### config.mk
export PLATFORM = sky130hd
export DESIGN_NAME = clamped_line_rasterizer_core_flat
export DESIGN_NICKNAME = d
export VERILOG_FILES = /design/src/sv/clr_pkg.sv /design/src/sv/clr_ifs.sv /design/src/sv/clr_ctrl.sv /design/src/sv/clr_datapath.sv /design/src/sv/clamped_line_rasterizer_core.sv /design/src/flat_wrapper.sv
export SDC_FILE = /design/constraint.sdc
export NUM_CORES = 1
export LEC_CHECK = 0
export ABC_CLOCK_PERIOD_IN_PS = 6700
export BUFFER_PORTS_ARGS = -buffer_cell sky130_fd_sc_hd__buf_2
export CAP_MARGIN = 10
export CORE_UTILIZATION = 53
export CTS_CLUSTER_DIAMETER = 100
export CTS_CLUSTER_SIZE = 16
export DETAILED_ROUTE_END_ITERATION = 10
export PLACE_DENSITY = 0.78
export SLEW_MARGIN = 20
export SYNTH_ARGS = -nofsm -noshare
export SYNTH_HDL_FRONTEND = slang
export SYNTH_HIERARCHICAL = 1
export SYNTH_SLANG_ARGS = --single-unit
### constraint.sdc
create_clock -name clock -period 6.7 [get_ports clock]
set_clock_uncertainty 0.05 [all_clocks]
set_input_delay 2.01 -clock clock [delete_from_list [all_inputs] [get_ports clock]]
set_output_delay 2.01 -clock clock [all_outputs]
set_load 0.005 [all_outputs]
### src/sv/clr_pkg.sv
// Shared types and constants of the clamped line rasterizer.
// No dependencies; the other source files but assert_macros.svh refer to it by scoped names.
package clr_pkg;

   // Widths of the transaction fields
   localparam int COORD_IN_W = 16;
   localparam int PIX_W      = 6;

   // Default picture size
   localparam int PIC_WIDTH_DEF  = 64;
   localparam int PIC_HEIGHT_DEF = 64;

   // Controller states
   typedef enum logic [1:0] {
      CLR_IDLE,
      CLR_SETUP,
      CLR_RUN
   } clr_state_type;

   // Commands from controller to datapath
   typedef struct packed {
      logic load;
      logic setup;
      logic step;
   } clr_cmd_type;

   // Status from datapath to controller
   typedef struct packed {
      logic span_zero;
      logic last;
   } clr_stat_type;

endpackage

### src/sv/clr_ifs.sv
// Valid/ready channel interfaces for line commands and pixel results.
// Depends on clr_pkg for field widths.
interface clr_req_if;
   logic                                   valid;
   logic                                   ready;
   logic signed [clr_pkg::COORD_IN_W-1:0]  start_x;
   logic signed [clr_pkg::COORD_IN_W-1:0]  start_y;
   logic signed [clr_pkg::COORD_IN_W-1:0]  end_x;
   logic signed [clr_pkg::COORD_IN_W-1:0]  end_y;

   modport source (output valid, start_x, start_y, end_x, end_y, input ready);
   modport sink   (input valid, start_x, start_y, end_x, end_y, output ready);
endinterface

interface clr_rsp_if;
   logic                        valid;
   logic                        ready;
   logic [clr_pkg::PIX_W-1:0]   pixel_x;
   logic [clr_pkg::PIX_W-1:0]   pixel_y;
   logic                        last_pixel;

   modport source (output valid, pixel_x, pixel_y, last_pixel, input ready);
   modport sink   (input valid, pixel_x, pixel_y, last_pixel, output ready);
endinterface

### src/sv/clr_ctrl.sv
// Controller of the line rasterizer: sequences capture, setup and pixel stepping.
// Depends on clr_pkg for the state, command and status types.
module clr_ctrl (
   input  logic                  clock,
   input  logic                  reset,
   input  logic                  req_valid,
   output logic                  req_ready,
   output logic                  rsp_valid,
   input  logic                  rsp_ready,
   input  clr_pkg::clr_stat_type stat,
   output clr_pkg::clr_cmd_type  cmd
);

   clr_pkg::clr_state_type state_ff, state_in;

   // Hold state register
   always_ff @(posedge clock) begin
      if (reset) begin
         state_ff <= clr_pkg::CLR_IDLE;
      end else begin
         state_ff <= state_in;
      end
   end

   // Decide next state and drive commands
   always_comb begin
      state_in  = state_ff;
      req_ready = 1'b0;
      rsp_valid = 1'b0;
      cmd       = '0;
      case (state_ff)
         clr_pkg::CLR_IDLE: begin
            req_ready = 1'b1;
            if (req_valid) begin
               cmd.load = 1'b1;
               state_in = clr_pkg::CLR_SETUP;
            end
         end
         clr_pkg::CLR_SETUP: begin
            // drop lines whose clamped endpoints coincide
            if (stat.span_zero) begin
               state_in = clr_pkg::CLR_IDLE;
            end else begin
               cmd.setup = 1'b1;
               state_in  = clr_pkg::CLR_RUN;
            end
         end
         clr_pkg::CLR_RUN: begin
            rsp_valid = 1'b1;
            if (rsp_ready) begin
               if (stat.last) begin
                  state_in = clr_pkg::CLR_IDLE;
               end else begin
                  cmd.step = 1'b1;
               end
            end
         end
         default: begin
            state_in = clr_pkg::CLR_IDLE;
         end
      endcase
   end

endmodule

### src/sv/clr_datapath.sv
// Datapath of the line rasterizer: clamping, axis choice and error-term stepping.
// Depends on clr_pkg for widths and the command and status types.
module clr_datapath #(
   parameter int PIC_WIDTH  = clr_pkg::PIC_WIDTH_DEF,
   parameter int PIC_HEIGHT = clr_pkg::PIC_HEIGHT_DEF
) (
   input  logic                                  clock,
   input  logic signed [clr_pkg::COORD_IN_W-1:0] start_x,
   input  logic signed [clr_pkg::COORD_IN_W-1:0] start_y,
   input  logic signed [clr_pkg::COORD_IN_W-1:0] end_x,
   input  logic signed [clr_pkg::COORD_IN_W-1:0] end_y,
   input  clr_pkg::clr_cmd_type                  cmd,
   output clr_pkg::clr_stat_type                 stat,
   output logic [clr_pkg::PIX_W-1:0]             pixel_x,
   output logic [clr_pkg::PIX_W-1:0]             pixel_y,
   output logic                                  last_pixel
);

   localparam int PW = clr_pkg::PIX_W;
   localparam int CW = clr_pkg::COORD_IN_W;
   localparam logic signed [CW-1:0] X_TOP = CW'(PIC_WIDTH - 1);
   localparam logic signed [CW-1:0] Y_TOP = CW'(PIC_HEIGHT - 1);

   function automatic logic [PW-1:0] clamp_coord(input logic signed [CW-1:0] v,
                                                 input logic signed [CW-1:0] top);
      logic [PW-1:0] r;
      if (v < 0) begin
         r = '0;
      end else if (v > top) begin
         r = top[PW-1:0];
      end else begin
         r = v[PW-1:0];
      end
      return r;
   endfunction

   // Clamped endpoints
   logic [PW-1:0] x0_ff, y0_ff, x1_ff, y1_ff;
   // Stepping state
   logic [PW-1:0]        maj_ff, min_ff, maj_end_ff, span_ff, rem_ff;
   logic signed [PW:0]   mdelta_ff;
   logic                 ymaj_ff;

   // Setup terms
   logic signed [PW:0] dx, dy, adx, ady;
   logic               ymaj;
   logic [PW-1:0]      a0, a1, b0, b1, maj_s, maj_e, min_s, min_e;
   logic               swap;

   // Step terms
   logic signed [PW+1:0] rsum, span_s;
   logic [PW-1:0]        rem_in, min_in;

   // Capture clamped endpoints
   always_ff @(posedge clock) begin
      if (cmd.load) begin
         x0_ff <= clamp_coord(start_x, X_TOP);
         y0_ff <= clamp_coord(start_y, Y_TOP);
         x1_ff <= clamp_coord(end_x, X_TOP);
         y1_ff <= clamp_coord(end_y, Y_TOP);
      end
   end

   // Choose major axis and order endpoints low to high
   always_comb begin
      dx    = $signed({1'b0, x1_ff}) - $signed({1'b0, x0_ff});
      dy    = $signed({1'b0, y1_ff}) - $signed({1'b0, y0_ff});
      adx   = (dx < 0) ? -dx : dx;
      ady   = (dy < 0) ? -dy : dy;
      ymaj  = ady > adx;
      a0    = ymaj ? y0_ff : x0_ff;
      a1    = ymaj ? y1_ff : x1_ff;
      b0    = ymaj ? x0_ff : y0_ff;
      b1    = ymaj ? x1_ff : y1_ff;
      swap  = a1 < a0;
      maj_s = swap ? a1 : a0;
      maj_e = swap ? a0 : a1;
      min_s = swap ? b1 : b0;
      min_e = swap ? b0 : b1;
   end

   // Advance the remainder; one correction keeps it in 0..span-1
   always_comb begin
      span_s = $signed({2'b00, span_ff});
      rsum   = $signed({2'b00, rem_ff}) + {mdelta_ff[PW], mdelta_ff};
      rem_in = rsum[PW-1:0];
      min_in = min_ff;
      if (rsum >= span_s) begin
         rem_in = PW'(rsum - span_s);
         min_in = min_ff + PW'(1);
      end else if (rsum < 0) begin
         rem_in = PW'(rsum + span_s);
         min_in = min_ff - PW'(1);
      end
   end

   // Load setup or step one pixel
   always_ff @(posedge clock) begin
      if (cmd.setup) begin
         maj_ff     <= maj_s;
         min_ff     <= min_s;
         maj_end_ff <= maj_e;
         span_ff    <= maj_e - maj_s;
         mdelta_ff  <= $signed({1'b0, min_e}) - $signed({1'b0, min_s});
         rem_ff     <= '0;
         ymaj_ff    <= ymaj;
      end else if (cmd.step) begin
         maj_ff <= maj_ff + PW'(1);
         min_ff <= min_in;
         rem_ff <= rem_in;
      end
   end

   assign stat.span_zero = (x0_ff == x1_ff) && (y0_ff == y1_ff);
   assign stat.last      = (maj_ff == maj_end_ff);

   assign pixel_x    = ymaj_ff ? min_ff : maj_ff;
   assign pixel_y    = ymaj_ff ? maj_ff : min_ff;
   assign last_pixel = stat.last;

endmodule

### src/sv/clamped_line_rasterizer_core.sv
// Top level of the clamped line rasterizer: controller plus datapath.
// Depends on clr_pkg, clr_ifs (channel interfaces), clr_ctrl and clr_datapath.
//
//   channel    direction  carries
//   req_chan   in         one line command: start_x, start_y, end_x, end_y
//   rsp_chan   out        one pixel per transaction: pixel_x, pixel_y, last_pixel
//
// A line runs in order: accept, a setup state, then one pixel per cycle along
// the major axis while rsp_ready is high (span + 1 pixels, at most 64), set by
// the single error-term stepper. A line with coinciding clamped endpoints gives
// nothing. One line is in work at a time; a stalled pixel holds. Reset is
// synchronous and returns the controller to idle.
module clamped_line_rasterizer_core #(
   parameter int PIC_WIDTH  = clr_pkg::PIC_WIDTH_DEF,
   parameter int PIC_HEIGHT = clr_pkg::PIC_HEIGHT_DEF
) (
   input logic        clock,
   input logic        reset,
   clr_req_if.sink    req_chan,
   clr_rsp_if.source  rsp_chan
);

   clr_pkg::clr_cmd_type  cmd;
   clr_pkg::clr_stat_type stat;

   clr_ctrl u_ctrl (
      .clock     (clock),
      .reset     (reset),
      .req_valid (req_chan.valid),
      .req_ready (req_chan.ready),
      .rsp_valid (rsp_chan.valid),
      .rsp_ready (rsp_chan.ready),
      .stat      (stat),
      .cmd       (cmd)
   );

   clr_datapath #(
      .PIC_WIDTH  (PIC_WIDTH),
      .PIC_HEIGHT (PIC_HEIGHT)
   ) u_datapath (
      .clock      (clock),
      .start_x    (req_chan.start_x),
      .start_y    (req_chan.start_y),
      .end_x      (req_chan.end_x),
      .end_y      (req_chan.end_y),
      .cmd        (cmd),
      .stat       (stat),
      .pixel_x    (rsp_chan.pixel_x),
      .pixel_y    (rsp_chan.pixel_y),
      .last_pixel (rsp_chan.last_pixel)
   );

endmodule

### src/flat_wrapper.sv
// flat-port wrapper written by rule: the top's interface ports become plain ports
module clamped_line_rasterizer_core_flat 
#(
   parameter int PIC_WIDTH  = clr_pkg::PIC_WIDTH_DEF,
   parameter int PIC_HEIGHT = clr_pkg::PIC_HEIGHT_DEF
)
  (clock, reset, req_chan_valid, req_chan_start_x, req_chan_start_y, req_chan_end_x, req_chan_end_y, req_chan_ready, rsp_chan_valid, rsp_chan_pixel_x, rsp_chan_pixel_y, rsp_chan_last_pixel, rsp_chan_ready);
  clr_req_if req_chan_i ();
  clr_rsp_if rsp_chan_i ();
  input logic clock;
  input logic reset;
  input wire logic [$bits(req_chan_i.valid)-1:0] req_chan_valid;
  input wire logic [$bits(req_chan_i.start_x)-1:0] req_chan_start_x;
  input wire logic [$bits(req_chan_i.start_y)-1:0] req_chan_start_y;
  input wire logic [$bits(req_chan_i.end_x)-1:0] req_chan_end_x;
  input wire logic [$bits(req_chan_i.end_y)-1:0] req_chan_end_y;
  output wire logic [$bits(req_chan_i.ready)-1:0] req_chan_ready;
  output wire logic [$bits(rsp_chan_i.valid)-1:0] rsp_chan_valid;
  output wire logic [$bits(rsp_chan_i.pixel_x)-1:0] rsp_chan_pixel_x;
  output wire logic [$bits(rsp_chan_i.pixel_y)-1:0] rsp_chan_pixel_y;
  output wire logic [$bits(rsp_chan_i.last_pixel)-1:0] rsp_chan_last_pixel;
  input wire logic [$bits(rsp_chan_i.ready)-1:0] rsp_chan_ready;
  assign req_chan_i.valid = req_chan_valid;
  assign req_chan_i.start_x = req_chan_start_x;
  assign req_chan_i.start_y = req_chan_start_y;
  assign req_chan_i.end_x = req_chan_end_x;
  assign req_chan_i.end_y = req_chan_end_y;
  assign req_chan_ready = req_chan_i.ready;
  assign rsp_chan_valid = rsp_chan_i.valid;
  assign rsp_chan_pixel_x = rsp_chan_i.pixel_x;
  assign rsp_chan_pixel_y = rsp_chan_i.pixel_y;
  assign rsp_chan_last_pixel = rsp_chan_i.last_pixel;
  assign rsp_chan_i.ready = rsp_chan_ready;
  clamped_line_rasterizer_core #(.PIC_WIDTH(PIC_WIDTH), .PIC_HEIGHT(PIC_HEIGHT)) u_core (.clock(clock), .reset(reset), .req_chan(req_chan_i), .rsp_chan(rsp_chan_i));
endmodule
# After elaboration in Yosys (flattened, before gate mapping)
# Cells that the tools add are included.
# Widths: inputs -> output; s select.
[totals] latchBits=0 word_cells=90 out_inout_bits=15 ff_bits=64 mem_count=0 ram_bits=0 mem_bits_ro=0 in_bits=68
[classes] addsub=12 multipliers=0 n_shift=0 bitwise=0 mux=38 reduce_logical=6 n_div=0 n_eq_ne=8 magnitude_cmp=14
[op_table] cell="$mux 6" count=22
[op_table] cell="$gt 16x7->1 const B" count=4
[op_table] cell="$lt 16x1->1 const B" count=4
[op_table] cell="$sub 6x6->7" count=3
[op_table] cell="$eq 6x6->1" count=3
[op_table] cell="$lt 7x1->1 const B" count=2
[op_table] cell="$mux 7" count=2
[op_table] cell="$neg 7->7" count=2
[op_table] cell="$add 6x1->6 const B" count=2
[op_table] cell="$sub 6x6->6" count=2
[op_table] cell="$mux 1" count=9
[op_table] cell="$add 7x7->8" count=1
[op_table] cell="$ge 8x7->1" count=1
[op_table] cell="$lt 8x1->1 const B" count=1
[op_table] cell="$mux 2" count=4
[op_table] cell="$gt 7x7->1" count=1
[op_table] cell="$add 6x6->6" count=1
[op_table] cell="$lt 6x6->1" count=1
[op_table] cell="$ne 2x2->1 const B" count=3
[op_table] cell="$pmux 2 s3" count=1
[op_table] cell="$sub 6x1->6 const B" count=1
[op_table] cell="$reduce_and 3->1" count=1
[op_table] cell="$reduce_bool 3->1" count=1
[op_table] cell="$eq 2x1->1 const B" count=1
[op_table] cell="other kinds (5)" count=5

# Logic depth before layout (Yosys ltp)
# Gate-level depths: netlist of the first run.
[depth] depth_word=8 ltp_mapped=36 depth_no_buf=33

# Hierarchy
# The synthesis of the first run kept the hierarchy.
[modules_own_cells] module="clr_datapath" area_each_um2=5689.2 n_inst=1 seq_area_each_um2=1801.7 cells_per_inst=635
[modules_own_cells] module="clr_ctrl" area_each_um2=108.9 n_inst=1 seq_area_each_um2=40.0 cells_per_inst=11

# Least setup slack after synthesis of the first run
# No wires, ideal clock.
[synth_path] kind="register to register" from="reg u_core.u_datapath.y0_ff[0]" to="reg u_core.u_datapath.mdelta_ff[6] (data pin)" path_stages_with_launch=33 n_path_buf=4 setup_time_ps=257 t_arrival_ps=6344 required_ps=6393 setup_slack_ps=49 synth_period_minus_slack_ps=6651 path_cell_list="edfxtp_1 -> ha_1 -> fa_1 -> inv_1 -> a21oi_1 -> o21ai_0 -> xor2_1 -> or2_2 -> o21ai_0 -> xnor2_1 -> ha_1 -> nand4_1 -> a21oi_1 -> o221ai_2 -> buf_4 -> buf_1 -> mux2i_1 -> inv_1 -> ha_1 -> nand2_1 -> o21a_1 -> o311ai_4 -> buf_6 -> buf_2 -> o21ai_0 -> mux2_2 -> ha_1 -> fa_1 -> nor2b_1 -> o21ai_0 -> nand2b_1 -> a21o_1 -> a21oi_1"
[synth_between] elab_chain_cells=8 elab_cells_between_ends=13 classes_between="add/sub (3); order compare (3); mux (7)"
[synth_rtl] item="start, declared" line="clr_datapath.sv:38" source="logic [PW-1:0] x0_ff, y0_ff, x1_ff, y1_ff;"
[synth_rtl] item="start signal, assigned" line="clr_datapath.sv:58" source="y0_ff <= clamp_coord(start_y, Y_TOP);"
[synth_rtl] item="$sub 6x6->7" line="clr_datapath.sv:67" source="dy = $signed({1'b0, y1_ff}) - $signed({1'b0, y0_ff});"
[synth_rtl] item="$neg 7->7 or $lt 7x1->1 (tied branches)" line="clr_datapath.sv:69" source="ady = (dy < 0) ? -dy : dy;"
[synth_rtl] item="$mux 7" line="clr_datapath.sv:69"
[synth_rtl] item="$gt 7x7->1" line="clr_datapath.sv:70" source="ymaj = ady > adx;"
[synth_rtl] item="$mux 6 (on tied branches)" line="clr_datapath.sv:72, clr_datapath.sv:71"
[synth_rtl] item="$lt 6x6->1" line="clr_datapath.sv:75" source="swap = a1 < a0;"
[synth_rtl] item="$mux 6 (on tied branches)" line="clr_datapath.sv:79, clr_datapath.sv:78"
[synth_rtl] item="$sub 6x6->7 *" line="clr_datapath.sv:104" source="mdelta_ff <= $signed({1'b0, min_e}) - $signed({1'b0, min_s});"
[synth_rtl] item="end signal, assigned" line="clr_datapath.sv:104"
[synth_rtl] item="end, declared" line="clr_datapath.sv:41" source="logic signed [PW:0] mdelta_ff;"
# Mark *: on every way between the ends. The rest lies on a longest branch, timed or not.
# A chain may end at the register's enable or synchronous reset.

# Final worst setup path of the first run
[layout_path] from="reg u_core.u_datapath.x0_ff[1]" to="reg u_core.u_datapath.mdelta_ff[6] (data pin)"
[layout_between] elab_chain_cells=8 elab_cells_between_ends=13 classes_between="add/sub (3); order compare (3); mux (7)"
[layout_rtl] item="start, declared" line="clr_datapath.sv:38"
[layout_rtl] item="start signal, assigned" line="clr_datapath.sv:57" source="x0_ff <= clamp_coord(start_x, X_TOP);"
[layout_rtl] item="$sub 6x6->7" line="clr_datapath.sv:66" source="dx = $signed({1'b0, x1_ff}) - $signed({1'b0, x0_ff});"
[layout_rtl] item="$neg 7->7 or $lt 7x1->1 (tied branches)" line="clr_datapath.sv:68" source="adx = (dx < 0) ? -dx : dx;"
[layout_rtl] item="$mux 7" line="clr_datapath.sv:68"
[layout_rtl] item="$gt 7x7->1" line="clr_datapath.sv:70"
[layout_rtl] item="$mux 6 (on tied branches)" line="clr_datapath.sv:72, clr_datapath.sv:71"
[layout_rtl] item="$lt 6x6->1" line="clr_datapath.sv:75"
[layout_rtl] item="$mux 6 (on tied branches)" line="clr_datapath.sv:79, clr_datapath.sv:78"
[layout_rtl] item="$sub 6x6->7 *" line="clr_datapath.sv:104"
# Marks and branches as above.

==> results.yml, run 1 <==
outcome:
  outcome: "completed"
yosys:
  ys_ff_latch: 64
  ys_top_cells_by_area: "edfxtp_1 (29%), ha_1 (12%), a21oi_1 (6.2%)"
  synth-async-reset-ratio: 0
  synth_cells: 646
  synth_area_leader_cell: "edfxtp_1"
  ys.flop_type: "edfxtp_1"
  synth.distinct_cells: 48
  syn_area_um2: 5800
  synth_edf_count: 56
  syn_area_per_cell_um2: 8.98
  synth_common_cells: "inv_1 (78), a21oi_1 (72), edfxtp_1 (56), ha_1 (56), nor2_1 (56)"
  synth_top_cell_area_share: 0.290
  yosysWarnings: 6
  yosysMostFrequentCell: "inv_1"
  ys_seq_area_frac: 0.318
  synth_nets: 777
setup_path:
  reg2regPathDepth: 33
  cp_slowest_stage_delay_ns: 0.56
  cp.required_ns: 6.74
  cp_slowest_cell: "or4_4"
  worstPathArrival_ns: 6.50
  crit_top_cell: "nor2b_1"
  cp_max_fo: 18
  timing.rr.start: "u_core/u_datapath/x0_ff[1]"
  critPathCaptureType: "flip-flop"
  cp_top_family: "simple AND/OR/NAND/NOR gates"
  start_kind: "flip-flop"
  reg2reg_slack_ns: 0.24
  critPathBufInv: 5
  rr_endpoint: "u_core/u_datapath/mdelta_ff[6]"
  path_class: "flip-flop to flip-flop"
timing:
  clock.fmax_mhz: 155
  layout_setup_ws_ns: 0.240
  min_period_ns: 6.46
  finalHoldViolCount: 0
  max-slew-margin-rel: 0.450
  setup_tns_ns: 0
  setup_viol: 0
  finalCritPeriodShare: 0.964
  slew_viol_final: 0
  tightestPinTransition_ns: 0.817
global_route:
  gr-usage-all-layers: 0.254
  antenna_found_initial: 0
  grt_pass1_vias: 4761
  grt_start_max_net_pins: 47
  grt_pass1_wl_um: 22300
  grt_overflow: 0
clock_tree:
  clk_path_buf_depth: 2
  clkLatencyLatePin_ns: 0.35
  postCtsHoldBufs: 0
  cts_tree: "yes"
  htreeDepth: 3
  numCtsBuffers: 9
  cts.sinks: 64
  clk_pin_slew_ns: 0.07
  root_buffer: "clkbuf_8"
drt:
  via_per_inst: 5.65
  wl_per_cell_um: 16.2
  drt_first_pass_iters: 5
  ant_nets: 0
  num_vias: 5042
  route.detailed.drc: 0
  drt_wl_total_um: 14400
  dr.first_iter.drc_count: 308
placement:
  hpwl_um: 11000
  gp_congestion: 0.968
  placed_area_um2: 6400
  place_ws_ns: -0.193
  portBuffers: 82
min_path:
  min_path_type: "flip-flop to flip-flop"
  hold_start: "u_core/u_datapath/rem_ff[3]"
  min_to: "u_core/u_datapath/rem_ff[3]"
  hold_depth: 2
final_layout:
  area_growth_pct: 19.8
  nets: 882
  drive_above_1_share: 0.230
  fin_util: 0.664
  n_antenna_cell: 0
  stdcell_area_um2: 6950
die:
  dieHeight_um: 107
  start_util: 0.554
  core.rowCount: 37
  die_w_um: 107
  fp.coreArea_um2: 10500
  io_pins: 83
  dieArea_um2: 11400
run:
  cap_violations: 0
[per-layer routing]
metal	up-vias	global-route usage	wire (um)
met5	-	0	0
met4	0	0.0822	282
met3	27	0.0438	838
met2	195	0.447	7170
met1	2360	0.315	6150
li1	2460	-	-
[cell type report]
class / count / area [um2]
Multi-Input combinational cell: 486 / 3720
Fill cell: 842 / 3510
Sequential cell: 64 / 1840
Timing Repair Buffer: 112 / 733
Inverter: 78 / 293
Tap cell: 136 / 170
Clock buffer: 9 / 124
Clock inverter: 7 / 62.6
[per-stage QoR]
stage | cells | hold slack, ns
2_1_floorplan | 646 | 0.382
3_3_place_gp | 857 | 0.408
3_5_place_dp | 857 | 0.417
4_1_cts | 875 | 0.426
5_1_grt | 892 | 0.443
6_report | 892 | 0.428
[cell usage in the layout (no fill, tap or decap), drive strengths merged, types with 3 or more instances in the layout]
master	Yosys	final
inv	78	78
nand2	40	40
o211ai	5	5
ha	56	56
clkinv	0	5
buf	10	109
dfxtp	8	8
or2	3	3
nand4	6	6
o21ai	32	32
o31ai	3	3
and2	5	5
nor4	9	9
xor2	23	23
nor2b	18	18
edfxtp	56	56
nor3	5	5
a21o	14	14
a21oi	72	72
clkbuf	8	11
nor2	56	56
mux2	18	18
xnor2	28	28
a211oi	4	4
o21bai	4	4
nand3	8	8
o21a	4	4
o22ai	3	3
nand2b	13	13
fa	7	7
mux2i	36	36
[timing repair]
item,CTS,global route
resized for setup,4,28
endpoints found under the setup margin,3,5
buffers inserted,1,15
pin swaps,1,8
cloned,1,2
[sequential cells by signal (all words and copies together), names as in the netlist]
signal and cells:
u_core/u_datapath/mdelta_ff 7, u_core/u_datapath/maj_end_ff 6, u_core/u_datapath/maj_ff 6, u_core/u_datapath/min_ff 6
u_core/u_datapath/rem_ff 6, u_core/u_datapath/span_ff 6, u_core/u_datapath/x0_ff 6, u_core/u_datapath/x1_ff 6
u_core/u_datapath/y0_ff 6, u_core/u_datapath/y1_ff 6, u_core/u_ctrl/state_ff 2, u_core/u_datapath/ymaj_ff 1
[cells by family (layout without fill, tap and decap cells)]
family                     Yosys count  count (layout)  share of synthesized area
AOI/OAI and AO/OA                  144             144                      0.147
xor gates and xnor gates            51              51                     0.0770
DFF                                 64              64                      0.318
and+or+nand+nor                    174             174                      0.149
adders and majority gates           63              63                      0.145
muxes                               54              54                     0.0978
buffers and inverters               96             206                     0.0671
[tightest hold or removal path: stages, from the launching register on]
cell and delay [ns]:
dfxtp_1 0.32, nand2_1 0.05, o31ai_1 0.06
[how the worst max path moves through the flow]
stage                                          start                              to  slack (ns)  cells after the start
after detailed placement  u_core/u_datapath/y0_ff[0]  u_core/u_datapath/mdelta_ff[6]       -0.19                     32
after global routing      u_core/u_datapath/y0_ff[0]  u_core/u_datapath/mdelta_ff[6]       -0.05                     34
final                     u_core/u_datapath/x0_ff[1]  u_core/u_datapath/mdelta_ff[6]        0.24                     33
after global placement    u_core/u_datapath/y0_ff[0]  u_core/u_datapath/mdelta_ff[6]       -0.05                     32
after floorplan           u_core/u_datapath/y0_ff[0]  u_core/u_datapath/mdelta_ff[6]        0.05                     32
after CTS                 u_core/u_datapath/y0_ff[0]  u_core/u_datapath/mdelta_ff[6]        0.04                     32
Power of run 1 is not shown: default switching activity piles up to over one toggle a cycle in this logic, so the estimate is an artifact.
==> run 2: changes to the inputs <==
--- a/config.mk
+++ b/config.mk
@@ -5,14 +5,13 @@
 export SDC_FILE = /design/constraint.sdc
 export NUM_CORES = 1
 export LEC_CHECK = 0
-export ABC_CLOCK_PERIOD_IN_PS = 6700
+export ABC_CLOCK_PERIOD_IN_PS = 7250
 export BUFFER_PORTS_ARGS = -buffer_cell sky130_fd_sc_hd__buf_2
 export CAP_MARGIN = 10
-export CORE_UTILIZATION = 53
+export CORE_UTILIZATION = 59
 export CTS_CLUSTER_DIAMETER = 100
-export CTS_CLUSTER_SIZE = 16
 export DETAILED_ROUTE_END_ITERATION = 10
-export PLACE_DENSITY = 0.78
+export PLACE_DENSITY = 0.82
 export SLEW_MARGIN = 20
 export SYNTH_ARGS = -nofsm -noshare
 export SYNTH_HDL_FRONTEND = slang
==> constraint.sdc (replaced) <==
create_clock -name clock -period 7.25 [get_ports clock]
set_clock_uncertainty 0.05 [all_clocks]
set_input_delay 2.175 -clock clock [delete_from_list [all_inputs] [get_ports clock]]
set_output_delay 2.175 -clock clock [all_outputs]
set_load 0.005 [all_outputs]
==> run 2 against run 1 <==
Compared with the run above: die area down 10%; critical endpoint unchanged; largest cell class unchanged; clock-buffer cell count grew 2; fmax is 7.3% lower.
==> results.yml, run 2 (synthesis results as in run 1) <==
outcome:
  outcome: "completed"
setup_path:
  critPathCaptureType: "flip-flop"
  cp_slowest_cell: "or4_1"
  cp.required_ns: 7.30
  cp_top_family: "adder cells"
  cp_max_fo: 9
  cp_slowest_stage_delay_ns: 0.54
  worstPathArrival_ns: 7.02
  path_class: "flip-flop to flip-flop"
  start_kind: "flip-flop"
  critPathBufInv: 3
timing:
  slew_viol_final: 0
  layout_setup_ws_ns: 0.282
  min_period_ns: 6.97
  clock.fmax_mhz: 144
  finalHoldViolCount: 0
  finalCritPeriodShare: 0.961
  hold_slack_ns: 0.433
  setup_viol: 0
  max-slew-margin-rel: 0.348
  setup_tns_ns: 0
  tightestPinTransition_ns: 0.970
min_path:
  min_path_type: "flip-flop to flip-flop"
placement:
  placed_area_um2: 6350
  place_ws_ns: 0.0482
  portBuffers: 82
  hpwl_um: 11400
  gp_congestion: 0.968
drt:
  drt_wl_total_um: 14400
  via_per_inst: 5.72
  ant_nets: 0
  drt_first_pass_iters: 5
  num_vias: 4961
  dr.first_iter.drc_count: 275
  wl_per_cell_um: 16.6
  route.detailed.drc: 0
final_layout:
  fillers: 745
  drive_above_1_share: 0.195
  largest_register_ffs: 7
  n_antenna_cell: 0
  area_growth_pct: 14.0
  stdcell_area_um2: 6610
  seqCellArea_um2: 1840
  multi_input_area_um2: 3600
  nets: 865
  regMostFlops: "u_core/u_datapath/mdelta_ff"
  layout_common_cells: "buf_2 (82), inv_1 (78), a21oi_1 (72)"
  layout_commonest_cell: "buf_2"
die:
  io_pins: 83
  core.rowCount: 35
  fp.coreArea_um2: 9370
  dieArea_um2: 10200
  die_w_um: 101
  start_util: 0.619
  dieHeight_um: 101
clock_tree:
  postCtsHoldBufs: 0
  cts_tree: "yes"
  clk_pin_slew_ns: 0.08
  numCtsBuffers: 9
  cts.sinks: 64
  clkLatencyLatePin_ns: 0.34
  clk_path_buf_depth: 2
  htreeDepth: 3
  root_buffer: "clkbuf_8"
run:
  cap_violations: 0
global_route:
  gr-usage-all-layers: 0.292
  grt_overflow: 0
  grt_pass1_vias: 4803
  grt_pass1_wl_um: 22500
  grt_start_max_net_pins: 36
  antenna_found_initial: 0
## run 2: what timing repair did
action | in CTS | in global routing
setup endpoints to repair | 0 | 5
resized for setup | 0 | 7
setup buffers | 0 | 4
hold endpoints to repair | 0 | 0
## run 2: layer usage
metal,vias to the layer above,track usage,wire (um)
li1,2422,-,-
met2,211,0.524,7140
met4,0,0.146,504
met5,-,0,0
met3,34,0.0366,811
met1,2294,0.344,5950
## run 2: area by class of cell
| class | instances | share of cell area |
|---|---|---|
| repair buffers | 95 | 0.0787 |
| flip-flops and latches | 64 | 0.279 |
| inverters | 78 | 0.0443 |
| multi-input cells | 486 | 0.545 |
| clock inverters | 5 | 0.00587 |
| well taps | 129 | 0.0244 |
| clock buffers | 11 | 0.0229 |
## run 2: final timing paths
check	start	slack (ns)	to	cells past startpoint
worst max-delay path	u_core/u_datapath/x1_ff[0]	0.28	u_core/u_datapath/mdelta_ff[6]	32
worst min-delay path	u_core/u_datapath/rem_ff[3]	0.43	u_core/u_datapath/rem_ff[3]	2
worst max register to register	u_core/u_datapath/x1_ff[0]	0.28	u_core/u_datapath/mdelta_ff[6]	32
worst min register to register	u_core/u_datapath/rem_ff[3]	0.43	u_core/u_datapath/rem_ff[3]	2
## run 2: worst register-to-register path, delay by kind of cell (launching register included)
family                   cells  cell delay (ns)
AO/OA/AOI/OAI               10             1.49
adder cells (fa/ha/maj)      6             1.78
buffers and inverters        3             0.56
flip-flops                   1             0.47
multiplexers                 3             0.95
AND/OR/NAND/NOR             10             1.44
## run 2: through the flow
stage           util  cells
6_report       0.705    868
3_3_place_gp   0.677    848
5_1_grt        0.705    868
4_1_cts        0.698    864
2_1_floorplan      -    646
3_5_place_dp   0.677    848
Power of run 2 is left out for the same reason.
